==> src/assert_macros.svh <==
// Assertion macros shared by the slot free list RTL.
`ifndef ASSERT_MACROS_SVH
`define ASSERT_MACROS_SVH
`ifndef SYNTH
`define LFL_ASSERT_ALWAYS(lbl, expr) \
   lbl: assert property (@(posedge clock) disable iff (reset) (expr)) \
      else $error("assertion failed");
`define LFL_ASSERT_IMPLY(lbl, ante, cons) \
   lbl: assert property (@(posedge clock) disable iff (reset) (ante) |-> (cons)) \
      else $error("assertion failed");
`define LFL_ASSERT_NEXT(lbl, ante, cons) \
   lbl: assert property (@(posedge clock) disable iff (reset) (ante) |=> (cons)) \
      else $error("assertion failed");
`else
`define LFL_ASSERT_ALWAYS(lbl, expr)
`define LFL_ASSERT_IMPLY(lbl, ante, cons)
`define LFL_ASSERT_NEXT(lbl, ante, cons)
`endif
`endif

==> src/lfl_pkg.sv <==
// Constants, codes and types of the looped slot free list.
package lfl_pkg;
   localparam int ENTRIES    = 64;
   localparam int SLOT_W     = $clog2(ENTRIES);
   localparam int CNT_W      = $clog2(ENTRIES + 1);
   localparam int SLOT_OUT_W = 7;
   localparam int OP_W       = 2;
   localparam int SND_W      = 16;
   localparam int CH_W       = 8;
   localparam int OWN_W      = 12;
   localparam int KEY_W      = OWN_W;

   localparam logic [OP_W-1:0] OP_ADD    = 2'd0;
   localparam logic [OP_W-1:0] OP_REMOVE = 2'd1;
   localparam logic [OP_W-1:0] OP_STOP   = 2'd2;
   localparam logic [OP_W-1:0] OP_CLEAR  = 2'd3;

   localparam logic STATUS_OK   = 1'b0;
   localparam logic STATUS_NONE = 1'b1;

   localparam logic [CH_W-1:0]       NO_CHANNEL = '1;
   localparam logic [SLOT_OUT_W-1:0] NO_SLOT    = SLOT_OUT_W'(ENTRIES);

   typedef struct packed {
      logic                  valid;
      logic                  status;
      logic [SLOT_OUT_W-1:0] slot;
      logic [CH_W-1:0]       stop_channel;
      logic                  last;
   } emit_type;
endpackage

==> src/lfl_ifs.sv <==
// Request and response channel interfaces.
interface lfl_req_if;
   import lfl_pkg::*;
   logic                   valid;
   logic                   ready;
   logic [OP_W-1:0]        op;
   logic [SND_W-1:0]       sound_id;
   logic signed [CH_W-1:0] channel;
   logic [OWN_W-1:0]       owner;
   logic                   owner_in_game;
   logic                   owner_allocated;
   modport source (output valid, op, sound_id, channel, owner, owner_in_game,
                   owner_allocated, input ready);
   modport sink (input valid, op, sound_id, channel, owner, owner_in_game,
                 owner_allocated, output ready);
endinterface

interface lfl_rsp_if;
   import lfl_pkg::*;
   logic                   valid;
   logic                   ready;
   logic                   status;
   logic [SLOT_OUT_W-1:0]  slot;
   logic signed [CH_W-1:0] stop_channel;
   logic                   last;
   modport source (output valid, status, slot, stop_channel, last, input ready);
   modport sink (input valid, status, slot, stop_channel, last, output ready);
endinterface

==> src/lfl_ram.sv <==
// Generic single-write, single-read RAM with registered read data.
module lfl_ram #(
   parameter int WIDTH = 8,
   parameter int DEPTH = 64
) (
   input  logic                     clock,
   input  logic                     we,
   input  logic [$clog2(DEPTH)-1:0] waddr,
   input  logic [WIDTH-1:0]         wdata,
   input  logic [$clog2(DEPTH)-1:0] raddr,
   output logic [WIDTH-1:0]         rdata
);
   logic [WIDTH-1:0] mem [DEPTH];

   always_ff @(posedge clock) begin
      if (we) begin
         mem[waddr] <= wdata;
      end
      rdata <= mem[raddr];
   end
endmodule

==> src/lfl_seq.sv <==
// Sequencer: slot table, free stack and used list walked with one shared comparator.
`include "assert_macros.svh"
module lfl_seq (
   input  logic              clock,
   input  logic              reset,
   lfl_req_if.sink           req_chan,
   input  logic              out_free,
   output lfl_pkg::emit_type emit
);
   import lfl_pkg::*;

   localparam logic [3:0] S_IDLE       = 4'd0;
   localparam logic [3:0] S_ADD_WR     = 4'd1;
   localparam logic [3:0] S_SCAN_ISSUE = 4'd2;
   localparam logic [3:0] S_SCAN_SLOT  = 4'd3;
   localparam logic [3:0] S_SCAN_CMP   = 4'd4;
   localparam logic [3:0] S_FREE_WR    = 4'd5;
   localparam logic [3:0] S_DONE       = 4'd6;
   localparam logic [3:0] S_CLR_RD     = 4'd7;
   localparam logic [3:0] S_CLR_CHK    = 4'd8;

   logic [3:0]         state_ff, state_in;
   logic [CNT_W-1:0]   idx_ff, idx_in;
   logic [CNT_W-1:0]   cnt_ff, cnt_in;
   logic [ENTRIES-1:0] active_ff, active_in;
   logic [ENTRIES-1:0] fvalid_ff, fvalid_in;
   logic               pend_valid_ff, pend_valid_in;
   logic [SLOT_W-1:0]  pend_slot_ff, pend_slot_in;
   logic [CH_W-1:0]    pend_ch_ff, pend_ch_in;
   logic [OP_W-1:0]    op_ff, op_in;
   logic [CH_W-1:0]    key_ch_ff, key_ch_in;
   logic [OWN_W-1:0]   key_own_ff, key_own_in;
   logic [SLOT_W-1:0]  hit_slot_ff, hit_slot_in;
   logic [CH_W-1:0]    hit_ch_ff, hit_ch_in;

   logic                    used_we, free_we, slot_we;
   logic [SLOT_W-1:0]       used_waddr, used_raddr, used_wdata, used_rdata;
   logic [SLOT_W-1:0]       free_waddr, free_raddr, free_wdata, free_rdata;
   logic [SLOT_W-1:0]       slot_waddr, slot_raddr;
   logic [CH_W+OWN_W-1:0]   slot_wdata, slot_rdata;

   logic              accept, reject_add, match;
   logic [CNT_W-1:0]  nidx, top_cnt, pop_cnt, push_cnt;
   logic [SLOT_W-1:0] idx_slot, top_pos, pop_pos, push_pos, pop_slot;
   logic [CH_W-1:0]   slot_ch_rd;
   logic [OWN_W-1:0]  slot_own_rd;
   logic [KEY_W-1:0]  cmp_a, cmp_b;

   lfl_ram #(.WIDTH(SLOT_W), .DEPTH(ENTRIES)) u_used_ram (
      .clock(clock), .we(used_we), .waddr(used_waddr), .wdata(used_wdata),
      .raddr(used_raddr), .rdata(used_rdata));

   lfl_ram #(.WIDTH(SLOT_W), .DEPTH(ENTRIES)) u_free_ram (
      .clock(clock), .we(free_we), .waddr(free_waddr), .wdata(free_wdata),
      .raddr(free_raddr), .rdata(free_rdata));

   lfl_ram #(.WIDTH(CH_W + OWN_W), .DEPTH(ENTRIES)) u_slot_ram (
      .clock(clock), .we(slot_we), .waddr(slot_waddr), .wdata(slot_wdata),
      .raddr(slot_raddr), .rdata(slot_rdata));

   assign req_chan.ready = (state_ff == S_IDLE);
   assign accept         = req_chan.valid && req_chan.ready;

   assign nidx     = idx_ff + CNT_W'(1);
   assign idx_slot = idx_ff[SLOT_W-1:0];
   assign top_cnt  = cnt_ff - CNT_W'(1);
   assign top_pos  = top_cnt[SLOT_W-1:0];
   assign pop_cnt  = CNT_W'(ENTRIES - 1) - cnt_ff;
   assign pop_pos  = pop_cnt[SLOT_W-1:0];
   assign push_cnt = CNT_W'(ENTRIES) - cnt_ff;
   assign push_pos = push_cnt[SLOT_W-1:0];
   // untouched free stack entries hold their own position
   assign pop_slot = fvalid_ff[pop_pos] ? free_rdata : pop_pos;

   assign slot_ch_rd  = slot_rdata[CH_W+OWN_W-1:OWN_W];
   assign slot_own_rd = slot_rdata[OWN_W-1:0];

   // shared key comparator: channel for remove, owner for stop
   assign cmp_a = (op_ff == OP_REMOVE) ? KEY_W'(slot_ch_rd) : slot_own_rd;
   assign cmp_b = (op_ff == OP_REMOVE) ? KEY_W'(key_ch_ff) : key_own_ff;
   assign match = (cmp_a == cmp_b);

   assign reject_add = (req_chan.sound_id == '0) || (req_chan.channel == NO_CHANNEL) ||
                       !req_chan.owner_in_game || (cnt_ff == CNT_W'(ENTRIES));

   always_comb begin
      state_in      = state_ff;
      idx_in        = idx_ff;
      cnt_in        = cnt_ff;
      active_in     = active_ff;
      fvalid_in     = fvalid_ff;
      pend_valid_in = pend_valid_ff;
      pend_slot_in  = pend_slot_ff;
      pend_ch_in    = pend_ch_ff;
      op_in         = op_ff;
      key_ch_in     = key_ch_ff;
      key_own_in    = key_own_ff;
      hit_slot_in   = hit_slot_ff;
      hit_ch_in     = hit_ch_ff;
      used_we       = 1'b0;
      used_waddr    = idx_slot;
      used_wdata    = used_rdata;
      used_raddr    = top_pos;
      free_we       = 1'b0;
      free_waddr    = push_pos;
      free_wdata    = hit_slot_ff;
      free_raddr    = pop_pos;
      slot_we       = 1'b0;
      slot_waddr    = pop_slot;
      slot_wdata    = {key_ch_ff, key_own_ff};
      slot_raddr    = used_rdata;
      emit          = '0;

      unique case (state_ff)
         S_IDLE: begin
            if (accept) begin
               op_in         = req_chan.op;
               key_ch_in     = req_chan.channel;
               key_own_in    = req_chan.owner;
               idx_in        = '0;
               pend_valid_in = 1'b0;
               unique case (req_chan.op)
                  OP_ADD:    state_in = reject_add ? S_DONE : S_ADD_WR;
                  OP_REMOVE: state_in = S_SCAN_ISSUE;
                  OP_STOP:   state_in = req_chan.owner_allocated ? S_SCAN_ISSUE : S_DONE;
                  OP_CLEAR:  state_in = S_CLR_RD;
                  default:   state_in = S_IDLE;
               endcase
            end
         end
         S_ADD_WR: begin
            if (out_free) begin
               used_we              = 1'b1;
               used_waddr           = cnt_ff[SLOT_W-1:0];
               used_wdata           = pop_slot;
               slot_we              = 1'b1;
               active_in[pop_slot]  = 1'b1;
               cnt_in               = cnt_ff + CNT_W'(1);
               emit = '{valid: 1'b1, status: STATUS_OK, slot: SLOT_OUT_W'(pop_slot),
                        stop_channel: NO_CHANNEL, last: 1'b1};
               state_in = S_IDLE;
            end
         end
         S_SCAN_ISSUE: begin
            used_raddr = idx_slot;
            state_in   = (idx_ff == cnt_ff) ? S_DONE : S_SCAN_SLOT;
         end
         S_SCAN_SLOT: begin
            hit_slot_in = used_rdata;
            state_in    = S_SCAN_CMP;
         end
         S_SCAN_CMP: begin
            if (match) begin
               hit_ch_in = slot_ch_rd;
               state_in  = S_FREE_WR;
            end else begin
               idx_in     = nidx;
               used_raddr = nidx[SLOT_W-1:0];
               state_in   = (nidx == cnt_ff) ? S_DONE : S_SCAN_SLOT;
            end
         end
         S_FREE_WR: begin
            // used_rdata holds the last list entry; it moves into the hole
            if (out_free || (op_ff == OP_STOP && !pend_valid_ff)) begin
               used_we                = 1'b1;
               free_we                = 1'b1;
               fvalid_in[push_pos]    = 1'b1;
               active_in[hit_slot_ff] = 1'b0;
               cnt_in                 = top_cnt;
               if (op_ff == OP_REMOVE) begin
                  emit = '{valid: 1'b1, status: STATUS_OK,
                           slot: SLOT_OUT_W'(hit_slot_ff),
                           stop_channel: NO_CHANNEL, last: 1'b1};
                  state_in = S_IDLE;
               end else begin
                  emit = '{valid: pend_valid_ff, status: STATUS_OK,
                           slot: SLOT_OUT_W'(pend_slot_ff),
                           stop_channel: pend_ch_ff, last: 1'b0};
                  pend_valid_in = 1'b1;
                  pend_slot_in  = hit_slot_ff;
                  pend_ch_in    = hit_ch_ff;
                  idx_in        = '0;
                  state_in      = S_SCAN_ISSUE;
               end
            end
         end
         S_DONE: begin
            if (out_free) begin
               if (pend_valid_ff) begin
                  emit = '{valid: 1'b1, status: STATUS_OK,
                           slot: SLOT_OUT_W'(pend_slot_ff),
                           stop_channel: pend_ch_ff, last: 1'b1};
               end else begin
                  emit = '{valid: 1'b1, status: STATUS_NONE, slot: NO_SLOT,
                           stop_channel: NO_CHANNEL, last: 1'b1};
               end
               if (op_ff == OP_CLEAR) begin
                  cnt_in    = '0;
                  active_in = '0;
                  fvalid_in = '0;
               end
               pend_valid_in = 1'b0;
               state_in      = S_IDLE;
            end
         end
         S_CLR_RD: begin
            slot_raddr = idx_slot;
            state_in   = S_CLR_CHK;
         end
         S_CLR_CHK: begin
            slot_raddr = idx_slot;
            if (!active_ff[idx_slot] || !pend_valid_ff || out_free) begin
               if (active_ff[idx_slot]) begin
                  emit = '{valid: pend_valid_ff, status: STATUS_OK,
                           slot: SLOT_OUT_W'(pend_slot_ff),
                           stop_channel: pend_ch_ff, last: 1'b0};
                  pend_valid_in = 1'b1;
                  pend_slot_in  = idx_slot;
                  pend_ch_in    = slot_ch_rd;
               end
               if (idx_ff == CNT_W'(ENTRIES - 1)) begin
                  state_in = S_DONE;
               end else begin
                  idx_in   = nidx;
                  state_in = S_CLR_RD;
               end
            end
         end
         default: state_in = S_IDLE;
      endcase
   end

   always_ff @(posedge clock) begin
      if (reset) begin
         state_ff      <= S_IDLE;
         idx_ff        <= '0;
         cnt_ff        <= '0;
         active_ff     <= '0;
         fvalid_ff     <= '0;
         pend_valid_ff <= 1'b0;
      end else begin
         state_ff      <= state_in;
         idx_ff        <= idx_in;
         cnt_ff        <= cnt_in;
         active_ff     <= active_in;
         fvalid_ff     <= fvalid_in;
         pend_valid_ff <= pend_valid_in;
      end
   end

   always_ff @(posedge clock) begin
      pend_slot_ff <= pend_slot_in;
      pend_ch_ff   <= pend_ch_in;
      op_ff        <= op_in;
      key_ch_ff    <= key_ch_in;
      key_own_ff   <= key_own_in;
      hit_slot_ff  <= hit_slot_in;
      hit_ch_ff    <= hit_ch_in;
   end

   `LFL_ASSERT_ALWAYS(a_cnt_bound, cnt_ff <= CNT_W'(ENTRIES))
   `LFL_ASSERT_ALWAYS(a_active_matches_cnt, $countones(active_ff) == int'(cnt_ff))
   `LFL_ASSERT_IMPLY(a_emit_has_room, emit.valid, out_free)
   `LFL_ASSERT_NEXT(a_busy_after_accept, accept, state_ff != S_IDLE)
endmodule

==> src/looped_slot_free_list_core.sv <==
// Top level of the looped slot free list: sequencer plus response register.
//
//   port      role    word
//   req_chan  sink    op, sound_id, channel, owner, owner_in_game, owner_allocated
//   rsp_chan  source  status, slot, stop_channel, last
//
// Remove: one comparator walks the used list, reading the used-list RAM and then
// the slot RAM for each entry. Stop: the walk restarts at the list head after
// each freed slot. Clear: every one of the ENTRIES slots is visited.
// Synchronous reset; table state comes back through valid bits, no clear pass.
// One word at a time; the sequencer waits while the response register is full.
module looped_slot_free_list_core (
   input logic       clock,
   input logic       reset,
   lfl_req_if.sink   req_chan,
   lfl_rsp_if.source rsp_chan
);
   import lfl_pkg::*;

   emit_type emit;
   logic     out_free;

   logic                  rsp_valid_ff, rsp_valid_in;
   logic                  status_ff;
   logic [SLOT_OUT_W-1:0] slot_ff;
   logic [CH_W-1:0]       stop_channel_ff;
   logic                  last_ff;

   lfl_seq u_seq (
      .clock    (clock),
      .reset    (reset),
      .req_chan (req_chan),
      .out_free (out_free),
      .emit     (emit)
   );

   assign out_free     = !rsp_valid_ff || rsp_chan.ready;
   assign rsp_valid_in = emit.valid || (rsp_valid_ff && !rsp_chan.ready);

   always_ff @(posedge clock) begin
      if (reset) begin
         rsp_valid_ff <= 1'b0;
      end else begin
         rsp_valid_ff <= rsp_valid_in;
      end
   end

   always_ff @(posedge clock) begin
      if (emit.valid) begin
         status_ff       <= emit.status;
         slot_ff         <= emit.slot;
         stop_channel_ff <= emit.stop_channel;
         last_ff         <= emit.last;
      end
   end

   assign rsp_chan.valid        = rsp_valid_ff;
   assign rsp_chan.status       = status_ff;
   assign rsp_chan.slot         = slot_ff;
   assign rsp_chan.stop_channel = stop_channel_ff;
   assign rsp_chan.last         = last_ff;
endmodule

==> src/flat_wrapper.sv <==
// flat-port wrapper written by rule: the top's interface ports become plain ports
module looped_slot_free_list_core_flat import lfl_pkg::*;
  (clock, reset, req_chan_valid, req_chan_op, req_chan_sound_id, req_chan_channel, req_chan_owner, req_chan_owner_in_game, req_chan_owner_allocated, req_chan_ready, rsp_chan_valid, rsp_chan_status, rsp_chan_slot, rsp_chan_stop_channel, rsp_chan_last, rsp_chan_ready);
  lfl_req_if req_chan_i ();
  lfl_rsp_if rsp_chan_i ();
  input logic clock;
  input logic reset;
  input wire logic [$bits(req_chan_i.valid)-1:0] req_chan_valid;
  input wire logic [$bits(req_chan_i.op)-1:0] req_chan_op;
  input wire logic [$bits(req_chan_i.sound_id)-1:0] req_chan_sound_id;
  input wire logic [$bits(req_chan_i.channel)-1:0] req_chan_channel;
  input wire logic [$bits(req_chan_i.owner)-1:0] req_chan_owner;
  input wire logic [$bits(req_chan_i.owner_in_game)-1:0] req_chan_owner_in_game;
  input wire logic [$bits(req_chan_i.owner_allocated)-1:0] req_chan_owner_allocated;
  output wire logic [$bits(req_chan_i.ready)-1:0] req_chan_ready;
  output wire logic [$bits(rsp_chan_i.valid)-1:0] rsp_chan_valid;
  output wire logic [$bits(rsp_chan_i.status)-1:0] rsp_chan_status;
  output wire logic [$bits(rsp_chan_i.slot)-1:0] rsp_chan_slot;
  output wire logic [$bits(rsp_chan_i.stop_channel)-1:0] rsp_chan_stop_channel;
  output wire logic [$bits(rsp_chan_i.last)-1:0] rsp_chan_last;
  input wire logic [$bits(rsp_chan_i.ready)-1:0] rsp_chan_ready;
  assign req_chan_i.valid = req_chan_valid;
  assign req_chan_i.op = req_chan_op;
  assign req_chan_i.sound_id = req_chan_sound_id;
  assign req_chan_i.channel = req_chan_channel;
  assign req_chan_i.owner = req_chan_owner;
  assign req_chan_i.owner_in_game = req_chan_owner_in_game;
  assign req_chan_i.owner_allocated = req_chan_owner_allocated;
  assign req_chan_ready = req_chan_i.ready;
  assign rsp_chan_valid = rsp_chan_i.valid;
  assign rsp_chan_status = rsp_chan_i.status;
  assign rsp_chan_slot = rsp_chan_i.slot;
  assign rsp_chan_stop_channel = rsp_chan_i.stop_channel;
  assign rsp_chan_last = rsp_chan_i.last;
  assign rsp_chan_i.ready = rsp_chan_ready;
  looped_slot_free_list_core u_core (.clock(clock), .reset(reset), .req_chan(req_chan_i), .rsp_chan(rsp_chan_i));
endmodule
==> config.mk <==
export PLATFORM = sky130hd
export DESIGN_NAME = looped_slot_free_list_core_flat
export DESIGN_NICKNAME = d
export VERILOG_FILES = /design/src/lfl_pkg.sv /design/src/lfl_ifs.sv /design/src/lfl_ram.sv /design/src/lfl_seq.sv /design/src/looped_slot_free_list_core.sv /design/src/flat_wrapper.sv
export VERILOG_INCLUDE_DIRS = /design/src /design/src/src
export SDC_FILE = /design/constraint.sdc
export NUM_CORES = 2
export LEC_CHECK = 0
export BUFFER_PORTS_ARGS = -buffer_cell sky130_fd_sc_hd__buf_2
export CELL_PAD_IN_SITES_DETAIL_PLACEMENT = 1
export CELL_PAD_IN_SITES_GLOBAL_PLACEMENT = 1
export CORE_MARGIN = 2
export CORE_UTILIZATION = 50
export CTS_CLUSTER_DIAMETER = 40
export CTS_CLUSTER_SIZE = 24
export DETAILED_ROUTE_END_ITERATION = 10
export HOLD_SLACK_MARGIN = 0.02
export PLACE_DENSITY_LB_ADDON = 0.1
export SYNTH_ARGS = -nofsm -noshare
export SYNTH_HDL_FRONTEND = slang
export SYNTH_SLANG_ARGS = --single-unit
==> constraint.sdc <==
create_clock -name clock -period 4.45 [get_ports clock]
set_input_delay 0.89 -clock clock [delete_from_list [all_inputs] [get_ports clock]]
set_output_delay 0.89 -clock clock [all_outputs]
set_load 0.05 [all_outputs]
==> impl_metrics.toml <==
[pwr]
power_density_nw_per_um2 = 703.8
peakVddDrop_uv = 470.5
switching_share_pct = 34.00
clock_power_share_pct = 33.9
power.internal_mw = 49.89
p_leak_nw = 35.70
switchingPower_mw = 25.70
pwr-share-comb_pct = 31.6
p_seq_share_pct = 34.4

[sta]
setup-violations-final = 0
hold_ws_ns = 0.1437
clock.fmax_mhz = 234.7
post-route-period-util_pct = 95.73
slew_headroom_pct = 24.57
fin_skew_ns = 0.05649
rsz0062_at_grt = "no"
hold_violations = 0
worstMarginPinSlew_ns = 1.108
fin_crit_ns = 4.260
timing.final.max_slew_violations = 0
final.setup.tns_ns = 0

[cells_and_area]
final_area_um2 = 107400
drive_gt1_share_pct = 24.17
final_cells = 8258
num-nets-final = 5683
areaGrowthSynthToFinish_pct = 18.02

[clock_tree]
cts_hold_buf = 0
insertion_delay_ns = 0.95
cts.sinks = 2294
cts_buffer_depth = 4
numCtsBuffers = 324
cts_tree = "done"
cts-htree-levels = 5
clkTransAtPathRegs_ns = 0.06
cts_root_buffer = "clkbuf_16"

[routing]
post_drt_wl_per_cell_um = 31.01
avgViaCountPerCell = 6.248
wl_mm = 256.1
dr.pass1.iters = 5
num_vias = 51593
ant_nets = 0
drtIter0Drc = 5351
drc = 0

[place]
io_buffers = 62
dpl_cell_area_um2 = 96610
dp_cells = 7680
finalWeightedCongestion = 0.8653
post-dp-hpwl_mm = 155.1

[setup_path]
arrival_ns = 5.05
crit_fanout = 6
cp.required_ns = 5.24
critPathLaunchType = "flip-flop"
rrSetupSlack_ns = 0.19
critical_path_class = "reg -> reg"
endpoint_kind = "flip-flop"

[synthesis]
netlist.area_leader.share_pct = 69.77
synth_cell_types = 70
synth_flop_cell = "edfxtp_1"
ys_seq_elements = 2294
synth_area_um2 = 90990
synth.yosys.seq_area_share_pct = 73.73
synth_edf_count = 2114
yosys_warnings = 0
synthCells = 5253
synthesis.nets = 5300
yosys.area.top_type = "edfxtp_1"
synth_area_leaders = "edfxtp_1, mux4_2, dfxtp_1"
avgSynthCellArea_um2 = 17.32
async_flop_share_pct = 0

[run_status]
status = "finished, final reports clean"

[global_route]
grt_max_degree = 85
use_met1_pct = 40.12
grt_pass1_wl_mm = 375.5
grt_use_met2_pct = 43.90
grt_pass1_vias = 53793
grt-busiest-layer = "met2"
gr-usage-all-layers_pct = 27.79
grt_overflow = 0
grt_antenna_before_repair = 13
grt_use_met3_pct = 4.728

[die]
die_h_um = 430.6
core_area_um2 = 180700
die_x_um = 430.6
boundaryPins = 63
dieArea_um2 = 185400
start_util_pct = 50.34
row_count = 156

[min_path]
hold_class = "in -> reg"

[flow_run]
cap_violations = 0
-- power groups by stage --
stage / sequential [mW] / combinational (mW) / clock [mW]
after floorplan: 26.7 / 13.7 / 0
after global placement: 26.4 / 23.4 / 0
after detailed placement: 26.4 / 23.8 / 0
after CTS: 26.0 / 24.0 / 26.0
after global routing: 26.0 / 25.3 / 26.8
final: 26.0 / 23.9 / 25.7
-- metrics by stage --
step	utilization, %	total power, mW	worst slack [ns]
6_report	59.42	75.58	0.1898
5_1_grt	59.41	78.20	0.005890
4_1_cts	59.40	75.95	0.07975
3_5_place_dp	53.45	50.25	0.1164
3_3_place_gp	53.45	49.86	0.2084
2_1_floorplan	-	40.38	0.2780
-- synthesized netlist by cell type, drive strengths merged, types with 27 or more instances --
cell type  number
o22ai          35
and2           89
mux2i          97
nor2          294
mux4          481
inv            76
dfxtp         180
xor2           27
a311oi         77
a31oi          51
buf           126
nand2         570
and3           41
clkbuf        185
a21oi         297
nand3          59
a211oi        122
o21ai         105
edfxtp       2114
-- cells in the final DEF, fill, tap and decap left out, types with 14 or more instances in the layout --
cell | synthesis | final
a211oi_1 | 122 | 121
a21oi_1 | 297 | 296
a311oi_1 | 77 | 77
a31oi_1 | 51 | 51
and2_1 | 89 | 89
and3_1 | 40 | 40
buf_12 | 0 | 98
buf_2 | 72 | 62
buf_4 | 13 | 208
bufinv_16 | 0 | 32
clkbuf_1 | 185 | 29
clkbuf_16 | 0 | 331
clkinv_1 | 0 | 21
clkinv_2 | 0 | 32
clkinv_4 | 0 | 25
clkinvlp_4 | 0 | 28
dfxtp_1 | 180 | 175
edfxtp_1 | 2114 | 2114
inv_1 | 74 | 74
inv_6 | 0 | 48
inv_8 | 0 | 20
mux2i_1 | 97 | 91
mux4_2 | 481 | 481
nand2_1 | 569 | 566
nand2b_1 | 15 | 15
nand3_1 | 59 | 59
nor2_1 | 294 | 292
nor3_1 | 22 | 22
nor4_1 | 20 | 20
o21ai_0 | 98 | 96
o22ai_1 | 35 | 35
or4_1 | 15 | 15
xnor2_1 | 14 | 14
xor2_1 | 27 | 27
-- path summary, 6_finish.rpt --
kind	from	depth (start not counted)	endpoint
worst max-delay path	u_core.u_seq.key_own_ff[11]	13	u_core.u_seq.u_used_ram.rdata[4]
worst min-delay path	req_chan_owner[0]	1	u_core.u_seq.key_own_ff[0]
worst max register to register	u_core.u_seq.key_own_ff[11]	13	u_core.u_seq.u_used_ram.rdata[4]
worst min register to register	u_core.u_seq.fvalid_ff[29]	2	u_core.u_seq.fvalid_ff[29]
-- cells by family after synthesis --
logic type               count (synthesis)  share of synthesized area [%]
AO/OA/AOI/OAI                          773                          5.352
XOR/XNOR                                41                         0.3947
adder cells (fa/ha/maj)                  3                        0.04126
buffers and inverters                  387                          1.782
flip-flops                            2294                          73.73
multiplexers                           583                          13.03
AND/OR/NAND/NOR                       1172                          5.668
-- registers in the layout, indices dropped and copies added, names as in the netlist, 8 cells and up --
register and count:
u_core.u_seq.u_slot_ram.rdata 20, u_core.u_seq.fvalid_ff 64, u_core.u_seq.u_used_ram.mem 384, u_core.u_seq.key_own_ff 12, u_core.u_seq.pend_ch_ff 8, u_core.rsp_chan.stop_channel 8
u_core.u_seq.active_ff 64, u_core.u_seq.u_free_ram.mem 384, u_core.u_seq.key_ch_ff 8, u_core.u_seq.u_slot_ram.mem 1280, u_core.u_seq.hit_ch_ff 8
-- layout make-up --
type	count	area [um2]
inverters	76	285.3
clock inverters	212	2352
clock buffers	361	8406
well taps	2370	2965
fillers	15722	73350
multi-input cells	2572	22440
repair buffers	368	3834
diodes	5	12.51
flip-flops and latches	2294	67100
-- metal layers --
layer	vias to the layer above	wire length (um)
met4	2	6807
met1	27347	109700
met2	2047	122200
met3	433	17400
met5	-	11
li1	21764	-
-- timing repair --
action,4_1_cts,5_1_grt
resized for setup,0,3
buffers inserted,0,0
endpoints found under the setup margin,0,2
-- worst max-delay path, cell delays in order, from the launching register on --
cell	delay (ns)
edfxtp_1	0.41
xnor2_1	0.17
nand4_1	0.15
nor3_1	0.25
nand4_1	0.50
buf_4	0.35
a31oi_1	0.27
or2_2	0.31
a2111oi_0	0.11
a2111oi_1	0.57
buf_4	0.20
or4b_1	0.51
a21oi_1	0.21
nor4_1	0.10
No activity file was read; power rests on OpenSTA's default activity.
